==> config.mk <==
export PLATFORM = sky130hd
export DESIGN_NAME = fifo_queue_with_search
export DESIGN_NICKNAME = d
export VERILOG_FILES = /design/src/sv/fqs_pkg.sv /design/src/sv/fqs_ram.sv /design/src/sv/fqs_front.sv /design/src/sv/fqs_back.sv /design/src/sv/fifo_queue_with_search.sv
export VERILOG_INCLUDE_DIRS = /design/src /design/src/sv
export SDC_FILE = /design/constraint.sdc
export NUM_CORES = 1
export LEC_CHECK = 0
export BUFFER_PORTS_ARGS = -buffer_cell sky130_fd_sc_hd__buf_2
export CAP_MARGIN = 20
export CORE_UTILIZATION = 55
export DETAILED_ROUTE_END_ITERATION = 8
export GPL_ROUTABILITY_DRIVEN = 0
export PLACE_DENSITY = 0.74
export REMOVE_ABC_BUFFERS = 1
export SYNTH_ARGS = -nofsm -noshare
export SYNTH_HDL_FRONTEND = slang
export SYNTH_SLANG_ARGS = --single-unit
==> constraint.sdc <==
create_clock -name i_clk -period 4.3 [get_ports i_clk]
set_input_delay 0.645 -clock i_clk [delete_from_list [all_inputs] [get_ports i_clk]]
set_output_delay 0.645 -clock i_clk [all_outputs]
set_load 0.01 [all_outputs]
==> src/sv/fifo_queue_with_search_defines.svh <==
// Assertion macros for the queue RTL.
// Each macro expects a clock named i_clk and an active-low reset named i_rst_n in scope.
`ifndef FIFO_QUEUE_WITH_SEARCH_DEFINES_SVH
`define FIFO_QUEUE_WITH_SEARCH_DEFINES_SVH

// A condition that must hold at every clock edge outside reset.
`define FQS_ASSERT(lbl, cond, msg) \
    lbl: assert property (@(posedge i_clk) disable iff (!i_rst_n) (cond)) else $error(msg);

// A consequence that must hold in the cycle after its trigger.
`define FQS_ASSERT_NEXT(lbl, ante, cons, msg) \
    lbl: assert property (@(posedge i_clk) disable iff (!i_rst_n) (ante) |=> (cons)) \
        else $error(msg);

`endif

==> src/sv/fqs_pkg.sv <==
`default_nettype none

package fqs_pkg;

    typedef enum logic [1:0] {
        CMD_ENQ    = 2'd0,
        CMD_DEQ    = 2'd1,
        CMD_SEARCH = 2'd2,
        CMD_CLEAR  = 2'd3
    } t_cmd;

    typedef enum logic [1:0] {
        ST_OK        = 2'd0,
        ST_UNDERFLOW = 2'd1,
        ST_OVERFLOW  = 2'd2
    } t_status;

    // Decoded command, one flag per operation.
    typedef struct packed {
        logic enq;
        logic deq;
        logic srch;
        logic clr;
    } t_cls;

endpackage

`default_nettype wire

==> src/sv/fqs_ram.sv <==
`default_nettype none

module fqs_ram #(
    parameter int WIDTH = 32,
    parameter int DEPTH = 16
) (
    input  wire logic                     i_clk,
    input  wire logic                     i_we,
    input  wire logic [$clog2(DEPTH)-1:0] i_waddr,
    input  wire logic [WIDTH-1:0]         i_wdata,
    input  wire logic [$clog2(DEPTH)-1:0] i_raddr,
    output logic      [WIDTH-1:0]         o_rdata
);

    logic [WIDTH-1:0] r_mem [DEPTH];

    always_ff @(posedge i_clk) begin
        if (i_we) begin
            r_mem[i_waddr] <= i_wdata;
        end
        o_rdata <= r_mem[i_raddr];
    end

endmodule

`default_nettype wire

==> src/sv/fqs_front.sv <==
`default_nettype none

module fqs_front
    import fqs_pkg::*;
#(
    parameter int DATA_WIDTH = 32
) (
    input  wire logic                  i_clk,
    input  wire logic                  i_rst_n,
    input  wire logic                  i_valid,
    output logic                       o_ready,
    input  wire logic [1:0]            i_command,
    input  wire logic [DATA_WIDTH-1:0] i_value,
    output logic                       o_op_valid,
    input  wire logic                  i_op_ready,
    output t_cls                       o_cls,
    output logic [DATA_WIDTH-1:0]      o_val
);

    // Two-slot queue of decoded requests.
    t_cls                  r_q_cls [2];
    logic [DATA_WIDTH-1:0] r_q_val [2];
    logic                  r_wr;
    logic                  r_rd;
    logic [1:0]            r_cnt;

    t_cls n_cls;
    logic push;
    logic pop;

    always_comb begin
        n_cls = '0;
        case (i_command)
            CMD_ENQ:    n_cls.enq  = 1'b1;
            CMD_DEQ:    n_cls.deq  = 1'b1;
            CMD_SEARCH: n_cls.srch = 1'b1;
            default:    n_cls.clr  = 1'b1;
        endcase
    end

    assign o_ready    = (r_cnt != 2'd2);
    assign o_op_valid = (r_cnt != 2'd0);
    assign o_cls      = r_q_cls[r_rd];
    assign o_val      = r_q_val[r_rd];
    assign push       = i_valid && o_ready;
    assign pop        = o_op_valid && i_op_ready;

    always_ff @(posedge i_clk) begin
        if (!i_rst_n) begin
            r_wr  <= 1'b0;
            r_rd  <= 1'b0;
            r_cnt <= 2'd0;
        end else begin
            if (push) begin
                r_q_cls[r_wr] <= n_cls;
                r_q_val[r_wr] <= i_value;
                r_wr          <= ~r_wr;
            end
            if (pop) begin
                r_rd <= ~r_rd;
            end
            if (push && !pop) begin
                r_cnt <= r_cnt + 2'd1;
            end else if (pop && !push) begin
                r_cnt <= r_cnt - 2'd1;
            end
        end
    end

endmodule

`default_nettype wire

==> src/sv/fqs_back.sv <==
`default_nettype none
`include "fifo_queue_with_search_defines.svh"

module fqs_back
    import fqs_pkg::*;
#(
    parameter int DEPTH      = 16,
    parameter int DATA_WIDTH = 32
) (
    input  wire logic                  i_clk,
    input  wire logic                  i_rst_n,
    input  wire logic                  i_op_valid,
    output logic                       o_op_ready,
    input  wire t_cls                  i_cls,
    input  wire logic [DATA_WIDTH-1:0] i_val,
    output logic                       o_valid,
    input  wire logic                  i_ready,
    output logic [DATA_WIDTH-1:0]      o_data,
    output logic                       o_found,
    output logic [1:0]                 o_status,
    output logic                       o_empty
);

    localparam int AW    = $clog2(DEPTH);
    localparam int OCC_W = $clog2(DEPTH + 1);

    typedef enum logic [1:0] {
        S_IDLE,
        S_DEQ,
        S_SRCH
    } t_state;

    t_state                r_state;
    logic [AW-1:0]         r_head;
    logic [AW-1:0]         r_tail;
    logic [AW-1:0]         r_idx;
    logic [OCC_W-1:0]      r_occ;
    logic [OCC_W-1:0]      r_left;
    logic [DATA_WIDTH-1:0] r_val;
    logic                  r_ovalid;
    logic [DATA_WIDTH-1:0] r_data;
    logic                  r_found;
    t_status               r_status;
    logic                  r_empty;

    logic                  op_take;
    logic                  out_take;
    logic                  res_set;
    logic                  full;
    logic                  is_empty;
    logic                  ram_we;
    logic [AW-1:0]         ram_raddr;
    logic [DATA_WIDTH-1:0] ram_rdata;

    function automatic logic [AW-1:0] f_adv(input logic [AW-1:0] a);
        return (a == AW'(DEPTH - 1)) ? '0 : a + 1'b1;
    endfunction

    assign full       = (r_occ == OCC_W'(DEPTH));
    assign is_empty   = (r_occ == '0);
    assign out_take   = r_ovalid && i_ready;
    assign o_op_ready = (r_state == S_IDLE) && (!r_ovalid || i_ready);
    assign op_take    = i_op_valid && o_op_ready;
    assign ram_we     = op_take && i_cls.enq && !full;
    assign ram_raddr  = (r_state == S_IDLE) ? r_head : r_idx;

    // A result is loaded whenever a request finishes: at once for enqueue, clear
    // and anything on an empty queue, otherwise when the dequeue or search ends.
    always_comb begin
        res_set = 1'b0;
        case (r_state)
            S_IDLE: begin
                res_set = op_take && !(i_cls.deq && !is_empty) && !(i_cls.srch && !is_empty);
            end
            S_DEQ: begin
                res_set = 1'b1;
            end
            S_SRCH: begin
                res_set = (ram_rdata == r_val) || (r_left == OCC_W'(1));
            end
            default: begin
                res_set = 1'b0;
            end
        endcase
    end

    fqs_ram #(
        .WIDTH (DATA_WIDTH),
        .DEPTH (DEPTH)
    ) u_ram (
        .i_clk   (i_clk),
        .i_we    (ram_we),
        .i_waddr (r_tail),
        .i_wdata (i_val),
        .i_raddr (ram_raddr),
        .o_rdata (ram_rdata)
    );

    always_ff @(posedge i_clk) begin
        if (!i_rst_n) begin
            r_state  <= S_IDLE;
            r_head   <= '0;
            r_tail   <= '0;
            r_occ    <= '0;
            r_ovalid <= 1'b0;
        end else begin
            if (res_set) begin
                r_ovalid <= 1'b1;
            end else if (out_take) begin
                r_ovalid <= 1'b0;
            end
            case (r_state)
                S_IDLE: begin
                    if (op_take) begin
                        r_val   <= i_val;
                        r_data  <= '0;
                        r_found <= 1'b0;
                        if (i_cls.enq) begin
                            if (full) begin
                                r_status <= ST_OVERFLOW;
                                r_empty  <= 1'b0;
                            end else begin
                                r_status <= ST_OK;
                                r_empty  <= 1'b0;
                                r_tail   <= f_adv(r_tail);
                                r_occ    <= r_occ + 1'b1;
                            end
                        end else if (i_cls.deq) begin
                            if (is_empty) begin
                                r_status <= ST_UNDERFLOW;
                                r_empty  <= 1'b1;
                            end else begin
                                r_state <= S_DEQ;
                            end
                        end else if (i_cls.srch) begin
                            if (is_empty) begin
                                r_status <= ST_OK;
                                r_empty  <= 1'b1;
                            end else begin
                                r_idx   <= f_adv(r_head);
                                r_left  <= r_occ;
                                r_state <= S_SRCH;
                            end
                        end else begin
                            r_head   <= '0;
                            r_tail   <= '0;
                            r_occ    <= '0;
                            r_status <= ST_OK;
                            r_empty  <= 1'b1;
                        end
                    end
                end
                S_DEQ: begin
                    r_data   <= ram_rdata;
                    r_status <= ST_OK;
                    r_empty  <= (r_occ == OCC_W'(1));
                    r_head   <= f_adv(r_head);
                    r_occ    <= r_occ - 1'b1;
                    r_state  <= S_IDLE;
                end
                S_SRCH: begin
                    r_idx <= f_adv(r_idx);
                    if (ram_rdata == r_val) begin
                        r_found  <= 1'b1;
                        r_status <= ST_OK;
                        r_empty  <= 1'b0;
                        r_state  <= S_IDLE;
                    end else if (r_left == OCC_W'(1)) begin
                        r_status <= ST_OK;
                        r_empty  <= 1'b0;
                        r_state  <= S_IDLE;
                    end else begin
                        r_left <= r_left - 1'b1;
                    end
                end
                default: begin
                    r_state <= S_IDLE;
                end
            endcase
        end
    end

    assign o_valid  = r_ovalid;
    assign o_data   = r_data;
    assign o_found  = r_found;
    assign o_status = r_status;
    assign o_empty  = r_empty;

    `FQS_ASSERT(a_occ_bound, r_occ <= OCC_W'(DEPTH), "occupancy exceeds depth")
    `FQS_ASSERT(a_ptr_meet, !(is_empty || full) || (r_head == r_tail), "bad pointers")
    `FQS_ASSERT(a_busy_no_result, (r_state == S_IDLE) || !r_ovalid, "result pending while busy")
    `FQS_ASSERT_NEXT(a_enq_count, ram_we, r_occ == $past(r_occ) + 1'b1, "enqueue lost")

endmodule

`default_nettype wire

==> src/sv/fifo_queue_with_search.sv <==
// First-in first-out queue of signed words with a search command.
// Requests arrive on i_valid/o_ready with i_command (0 enqueue, 1 dequeue,
// 2 search, 3 clear) and i_value. Every request yields exactly one result on
// o_valid/i_ready: o_data_out, o_found, o_status (0 ok, 1 underflow, 2 overflow)
// and o_empty_res, delivered in request order.
// A request is accepted into a two-deep request queue and is registered there
// until the executing back end takes it. An enqueue or clear result is loaded
// as the back end takes the request, a dequeue result once the storage RAM has
// been read, and a search result once the search, reading one stored entry per
// cycle from the storage RAM, matches or runs out of entries.
// The back end takes one enqueue or clear per cycle while the receiver keeps
// up; it takes no new request while a dequeue or search is under way, since each
// waits on the registered read port of the storage RAM.
// A stalled receiver holds its result in the output register; the request queue
// keeps taking requests until both of its slots are full, then drops o_ready.
// Synchronous reset empties the queue and both request paths. Stored words are
// not cleared, since no entry is read before it is written.
`default_nettype none

module fifo_queue_with_search
    import fqs_pkg::*;
#(
    parameter int DEPTH      = 16,
    parameter int DATA_WIDTH = 32
) (
    input  wire logic                         i_clk,
    input  wire logic                         i_rst_n,
    input  wire logic                         i_valid,
    output logic                              o_ready,
    input  wire logic [1:0]                   i_command,
    input  wire logic signed [DATA_WIDTH-1:0] i_value,
    output logic                              o_valid,
    input  wire logic                         i_ready,
    output logic signed [DATA_WIDTH-1:0]      o_data_out,
    output logic                              o_found,
    output logic [1:0]                        o_status,
    output logic                              o_empty_res
);

    // Decoded requests travel from the front end to the back end here.
    logic                  op_valid;
    logic                  op_ready;
    t_cls                  op_cls;
    logic [DATA_WIDTH-1:0] op_val;
    logic [DATA_WIDTH-1:0] res_data;

    // The front end decodes each command and buffers it in two slots, so the
    // requester is held up by a long search in the back end only once both are full.
    fqs_front #(
        .DATA_WIDTH (DATA_WIDTH)
    ) u_front (
        .i_clk      (i_clk),
        .i_rst_n    (i_rst_n),
        .i_valid    (i_valid),
        .o_ready    (o_ready),
        .i_command  (i_command),
        .i_value    (i_value),
        .o_op_valid (op_valid),
        .i_op_ready (op_ready),
        .o_cls      (op_cls),
        .o_val      (op_val)
    );

    // The back end owns the ring pointers, the count and the storage RAM, and
    // registers each result until the receiver takes it.
    fqs_back #(
        .DEPTH      (DEPTH),
        .DATA_WIDTH (DATA_WIDTH)
    ) u_back (
        .i_clk      (i_clk),
        .i_rst_n    (i_rst_n),
        .i_op_valid (op_valid),
        .o_op_ready (op_ready),
        .i_cls      (op_cls),
        .i_val      (op_val),
        .o_valid    (o_valid),
        .i_ready    (i_ready),
        .o_data     (res_data),
        .o_found    (o_found),
        .o_status   (o_status),
        .o_empty    (o_empty_res)
    );

    assign o_data_out = res_data;

endmodule

`default_nettype wire

======== Word-level counts from Yosys, hierarchy flattened ========
Memories as Yosys holds them, arrays and structs flattened. A register that Yosys moved wholly into a read port is not among the register bits.
Cells that the tools add are included.
storage, ports and cells
  register bits ........................... 97
  bits in latches ......................... 0
  memories ................................ 3
  bits of input ports ..................... 38
  bits in read-only memories .............. 0
  output and inout bits ................... 38
  memory bits (writable) .................. 584
  word-level logic and storage cells ...... 182
memories
  name                words  bits a word  rd ports  clocked after Yosys merged registers in  write ports  line             text
  u_back.u_ram.r_mem  16     32           1         1                                        1            fqs_ram.sv:15    logic [WIDTH-1:0] r_mem [DEPTH];
  u_front.r_q_val     2      32           1         1                                        1            fqs_front.sv:22  logic [DATA_WIDTH-1:0] r_q_val [2];
  u_front.r_q_cls     2      4            1         1                                        1            fqs_front.sv:21  t_cls r_q_cls [2];
cells by class
  divide/modulo/power cells ............... 0
  reductions and logical operators ........ 42
  bitwise logic cells ..................... 2
  multiply operators ...................... 0
  order comparisons ....................... 0
  multiplexer cells ....................... 79
  $add $sub $neg .......................... 8
  equal/unequal tests ..................... 33
  shifts and indexed selects .............. 0
operators by type and width
  cell                   count
  $pmux W32 S2           1
  $mux W4                15
  $mux W5                12
  $mux W2                17
  $eq A32 B32 Y1         1
  $mux W32               1
  $mux W1                24
  $pmux W5 S2            2
  $ne A2 B2 Y1 const B   8
  $pmux W4 S2            2
  $reduce_and A5 Y1      3
  $add A4 B1 Y4 const B  3
  $eq A4 B4 Y1 const B   3
  $logic_and A1 B1 Y1    12
  $reduce_and A6 Y1      2
  $eq A5 B1 Y1 const B   2
  $ne A2 B1 Y1 const B   5
  $reduce_bool A2 Y1     5
  $sub A5 B1 Y5 const B  2
  $ne A3 B3 Y1 const B   3
  $reduce_and A9 Y1      1
  $ne A4 B3 Y1 const B   2
  $reduce_and A4 Y1      2
  $logic_not A1 Y1       7
  20 further kinds       29

======== Logic depth before layout (Yosys ltp) ========
  word-level depth ........................ 8
  mapped depth ............................ 10
  gate-level depth less buffers ........... 8

======== By module ========
Synthesis repeated with hierarchy kept, for this count alone.
second synthesis, totals
  cells, all modules ...................... 1338
  area total of the unflattened synthesis .. 27148.5 um2
modules (own cells, without submodules)
  module     times used  cells each  sequential area each (um2)  area an instance (um2)
  fqs_ram    1           838         16015.4                     19854.0
  fqs_back   1           357         2632.5                      4445.5
  fqs_front  1           143         2262.2                      2849.0

======== Worst setup path before layout ========
No wires, ideal clock.
  kind .................................... input port to flip-flop
  start point ............................. in i_ready
  end point ............................... mem u_back.u_ram.r_mem[2][0], enable pin
  buffers on the path ..................... 0
  data required time ...................... 3839 ps
  setup time .............................. 461 ps
  path slack .............................. -105 ps
  stages .................................. 6
  arrival ................................. 3944 ps
  cells stage by stage .................... nand2b_1 -> o211a_1 -> clkinv_1 -> nor3_1 -> nand2_1 -> nor3_1
on the way
  word-level cells in the longest chain between the ends .. 7
ends and longest elaborated chain
  item                               line                          text
  start: declaration                 fifo_queue_with_search.sv:33  input wire logic i_ready,
  $logic_or A1 B1 Y1                 fqs_back.sv:62                assign o_op_ready = (r_state == S_IDLE) && (!r_ovalid || i_ready);
  $logic_and A1 B1 Y1                fqs_back.sv:62
  $logic_and A1 B1 Y1                fqs_back.sv:63                assign op_take = i_op_valid && o_op_ready;
  $logic_and A1 B1 Y1 (2 in series)  fqs_back.sv:64                assign ram_we = op_take && i_cls.enq && !full;
  $mux W1                            fqs_ram.sv:18                 if (i_we) begin
  $mux W1 (implied by the code)      fqs_ram.sv:19                 r_mem[i_waddr] <= i_wdata;
  end: declaration                   fqs_ram.sv:15
No other way between the ends.

======== Final worst setup path ========
  start point ............................. reg u_back.r_state[0]
  end point ............................... mem u_back.u_ram.r_mem[2][3], enable pin
on the way
  word-level cells in the longest chain between the ends .. 7
ends and longest elaborated chain
  item                               line             text
  start: declaration                 fqs_back.sv:33   t_state r_state;
  start signal: assignment           fqs_back.sv:101  r_state <= S_IDLE;
  start signal: assignment           fqs_back.sv:133  r_state <= S_DEQ;
  start signal: assignment           fqs_back.sv:142  r_state <= S_SRCH;
  $logic_not A2 Y1                   fqs_back.sv:62
  $logic_and A1 B1 Y1                fqs_back.sv:62
  $logic_and A1 B1 Y1                fqs_back.sv:63
  $logic_and A1 B1 Y1 (2 in series)  fqs_back.sv:64
  $mux W1                            fqs_ram.sv:18
  $mux W1 (implied by the code)      fqs_ram.sv:19
No other way between the ends.

==> results.toml <==
[timing]
fin_crit_sh_pct = 84.9
fin_crit_ns = 3.65
hold_viol_final = 0
slew_headroom_pct = 26.1
fmax_mhz = 274
grt_setup_unrepaired = "no"
slew_viol_final = 0
fin_skew_ns = 0.0228
worst_pin_slew_ns = 1.09
finalSetupViolations = 0

[floorplan]
die-area_um2 = 50700
placementRows = 81
dieHeight_um = 225
start_util_pct = 55.8
ios = 76
die_x_um = 225
coreArea_um2 = 49100

[worst_hold_path]
hold_start = "i_value[28]"
worstHoldPathType = "primary input to register"
hold_path_depth = 1
hold-path-endpoint = "u_front.r_q_val[1][28]"

[setup_path]
crit_path_end_kind = "register"
critPathMaxFanout = 32
cp_slowest_cell = "nor3_1"
crit_arrival_ns = 3.87
critical_path_class = "register to register"
r2r-start = "u_back.r_state[0]"
regToRegEndpoint = "u_back.u_ram.r_mem[2][3]"
ff2ff_setup_slack_ns = 0.65
r2r_cells = 8
path_cells = "inv_1 -> ha_1 -> o211a_1 -> clkinv_1 -> nor3_1 -> nand2_1 -> nor3_2 -> buf_4"
start_kind = "register"
crit_required_ns = 4.52
crit_path_max_incr_delay_ns = 0.68

[finish]
layout_common_cells = "edfxtp_1, mux4_2, nand2_1"
multi_input_area_um2 = 6300
areaGrowthSynthToFinish_pct = 13.6
n_antenna_cell = 0
layout-drive-gt1-share_pct = 26.6
final_util_pct = 63.4
fillers = 3285
layout.nets = 1573
layout.area.seq_um2 = 20900
mostFrequentLayoutCell = "edfxtp_1"

[synth]
async_flop_share_pct = 0
synth_area_um2 = 27400
synth_top_area_cell = "edfxtp_1"
ys_warn_count = 0
yosysUniqueCellTypes = 55
synth_compound_area_share_pct = 3.38
syn_avg_cell_area_um2 = 19.5
synth_ff_type = "edfxtp_1"
synth.area.mux_share_pct = 12.4
synth_top_family_by_area = "multiplexers"
synth_simple_gate_area_share_pct = 4.48
synthAdderAreaFrac_pct = 0.777
synth_edf_count = 659
synth_top_area_share_pct = 72.2
synth_area_leaders = "edfxtp_1, mux4_2, dfxtp_1"
synthXorXnorAreaFrac_pct = 1.37
syn_inst = 1403
yosysSeqAreaShare_pct = 76.1
synth-seq-cells = 712

[pwr]
cellPowerDensity_nw_per_um2 = 613
leakagePower_uw = 0.0102
power.total_uw = 19100
ir_worst_vdd_mv = 0.481

[run_status]
outcome = "complete, no violations"

[clock_network]
cts_inserted_buffers = 71
path_clk_slew_ns = 0.06
htreeDepth = 3
hold_buffers = 0
cts_tree = "built"
clk-insertion-delay-late_ns = 0.60
root_buffer = "clkbuf_16"
cts.sinks = 712
post_cts_buffers = 0
clockBufferDepth = 3
cts_resized = 0

[routing]
dr.pass1.iters = 5
drc = 0
post_drt_via_cell_ratio = 6.02
initialDrtViolationCount = 1419
totalWireLength_um = 57800
vias = 13500
wl_per_cell_um = 25.8
ant_nets = 0

[global_route]
grt_usage_pct = 23.6
grt_pass1_wl_um = 86200
grt_pass1_vias = 13700
antenna_found_initial = 1
grt_overflow = 0
grt_max_degree = 75

[placement]
io_buffer_count = 75
dp_hpwl_um = 34300

[flow_run]
drv_cap = 0
## state kept, by name, indices dropped and copies added, names as in the netlist, named ones only
signal,flops
u_back.o_data,32
u_back.o_empty,1
u_back.o_found,1
u_back.o_status,2
u_back.o_valid,1
u_back.r_head,4
u_back.r_idx,4
u_back.r_left,5
u_back.r_occ,5
u_back.r_state,2
u_back.r_tail,4
u_back.r_val,32
u_back.u_ram.o_rdata,32
u_back.u_ram.r_mem,512
u_front.r_cnt,2
u_front.r_q_cls,6
u_front.r_q_val,64
u_front.r_rd,1
u_front.r_wr,1
## stage by stage
stage / instances / TNS, ns / instance area, um^2 / setup slack, ns / hold WS, ns
floorplan: 1334 / -390.90 / 27000 / -9.69 / 0.471
global placement: 2108 / 0 / 28800 / 0.942 / 0.493
finish: 2240 / 0 / 31100 / 0.650 / 0.231
CTS: 2240 / 0 / 31100 / 0.735 / 0.200
detailed placement: 2109 / 0 / 28800 / 0.783 / 0.503
global route: 2240 / 0 / 31100 / 0.452 / 0.202
## synthesized netlist by cell type, types with 2 or more instances
cell type / n
edfxtp_1: 659
mux4_2: 128
nand2_1: 90
and2_1: 71
dfxtp_1: 53
xnor2_1: 39
a31oi_1: 36
mux2_2: 36
clkbuf_1: 32
nor2_1: 31
a211oi_1: 23
ha_1: 17
o21ai_0: 16
a21oi_1: 15
buf_2: 15
inv_1: 11
nand4_1: 11
a211oi_2: 10
mux2i_1: 10
buf_6: 9
nor3_1: 9
buf_1: 8
nand3_1: 8
a21boi_0: 7
buf_4: 5
nand2b_1: 5
nor2b_1: 5
nor4_1: 5
o21a_1: 4
or3_1: 4
xor2_1: 4
a21o_1: 2
o211a_1: 2
o22ai_1: 2
## power breakdown
| group | internal (uW) | switching [uW] |
|---|---|---|
| registers | 8580 | 334 |
| clock network | 3600 | 2550 |
| logic | 1580 | 2430 |
## critical path, delay by kind of cell (launching register included)
family,cells,cell delay (ns)
AOI/OAI and AO/OA,1,0.35
adders and majority gates,1,0.44
buffers and inverters,3,0.84
DFF,1,0.34
and+or+nand+nor,3,1.27
## metal layers
| metal | wire (um) | up-vias | track usage (%) |
|---|---|---|---|
| li1 | - | 5848 | - |
| met1 | 23100 | 7105 | 30.7 |
| met2 | 30600 | 457 | 41.2 |
| met3 | 2740 | 84 | 3.61 |
| met4 | 1420 | 0 | 7.00 |
| met5 | 0 | - | 0 |
## kinds of logic (layout without fill, tap and decap cells)
group                    count (synthesis)  count (layout)
AO/OA/AOI/OAI                          130             130
XOR/XNOR                                43              43
adder cells (fa/ha/maj)                 17              17
buffers and inverters                   81             254
flip-flops                             712             712
multiplexers                           174             174
AND/OR/NAND/NOR                        246             246
## cell type report
cell class	instances	area share [%]
clock buffers	96	6.32
clock inverters	35	1.16
inverters	12	0.145
multi-input cells	610	20.3
flip-flops and latches	712	67.0
well taps	664	2.67
repair buffers	111	2.44
## worst max-delay path by stage
| stage | end | slack (ns) | cells after the start | from |
|---|---|---|---|---|
| 2_1_floorplan | u_back.u_ram.o_rdata[0] | -9.69 | 7 | u_back.r_state[0] |
| 3_3_place_gp | u_back.u_ram.r_mem[3][6] | 0.94 | 8 | u_back.r_state[0] |
| 3_5_place_dp | u_back.u_ram.r_mem[2][2] | 0.78 | 8 | u_back.r_state[0] |
| 4_1_cts | u_back.u_ram.r_mem[2][15] | 0.73 | 8 | u_back.r_state[0] |
| 5_1_grt | u_back.u_ram.r_mem[1][15] | 0.45 | 8 | u_back.r_state[0] |
| 6_report | u_back.u_ram.r_mem[2][3] | 0.65 | 8 | u_back.r_state[0] |
Note: power is estimated with default switching activity, not from simulation.
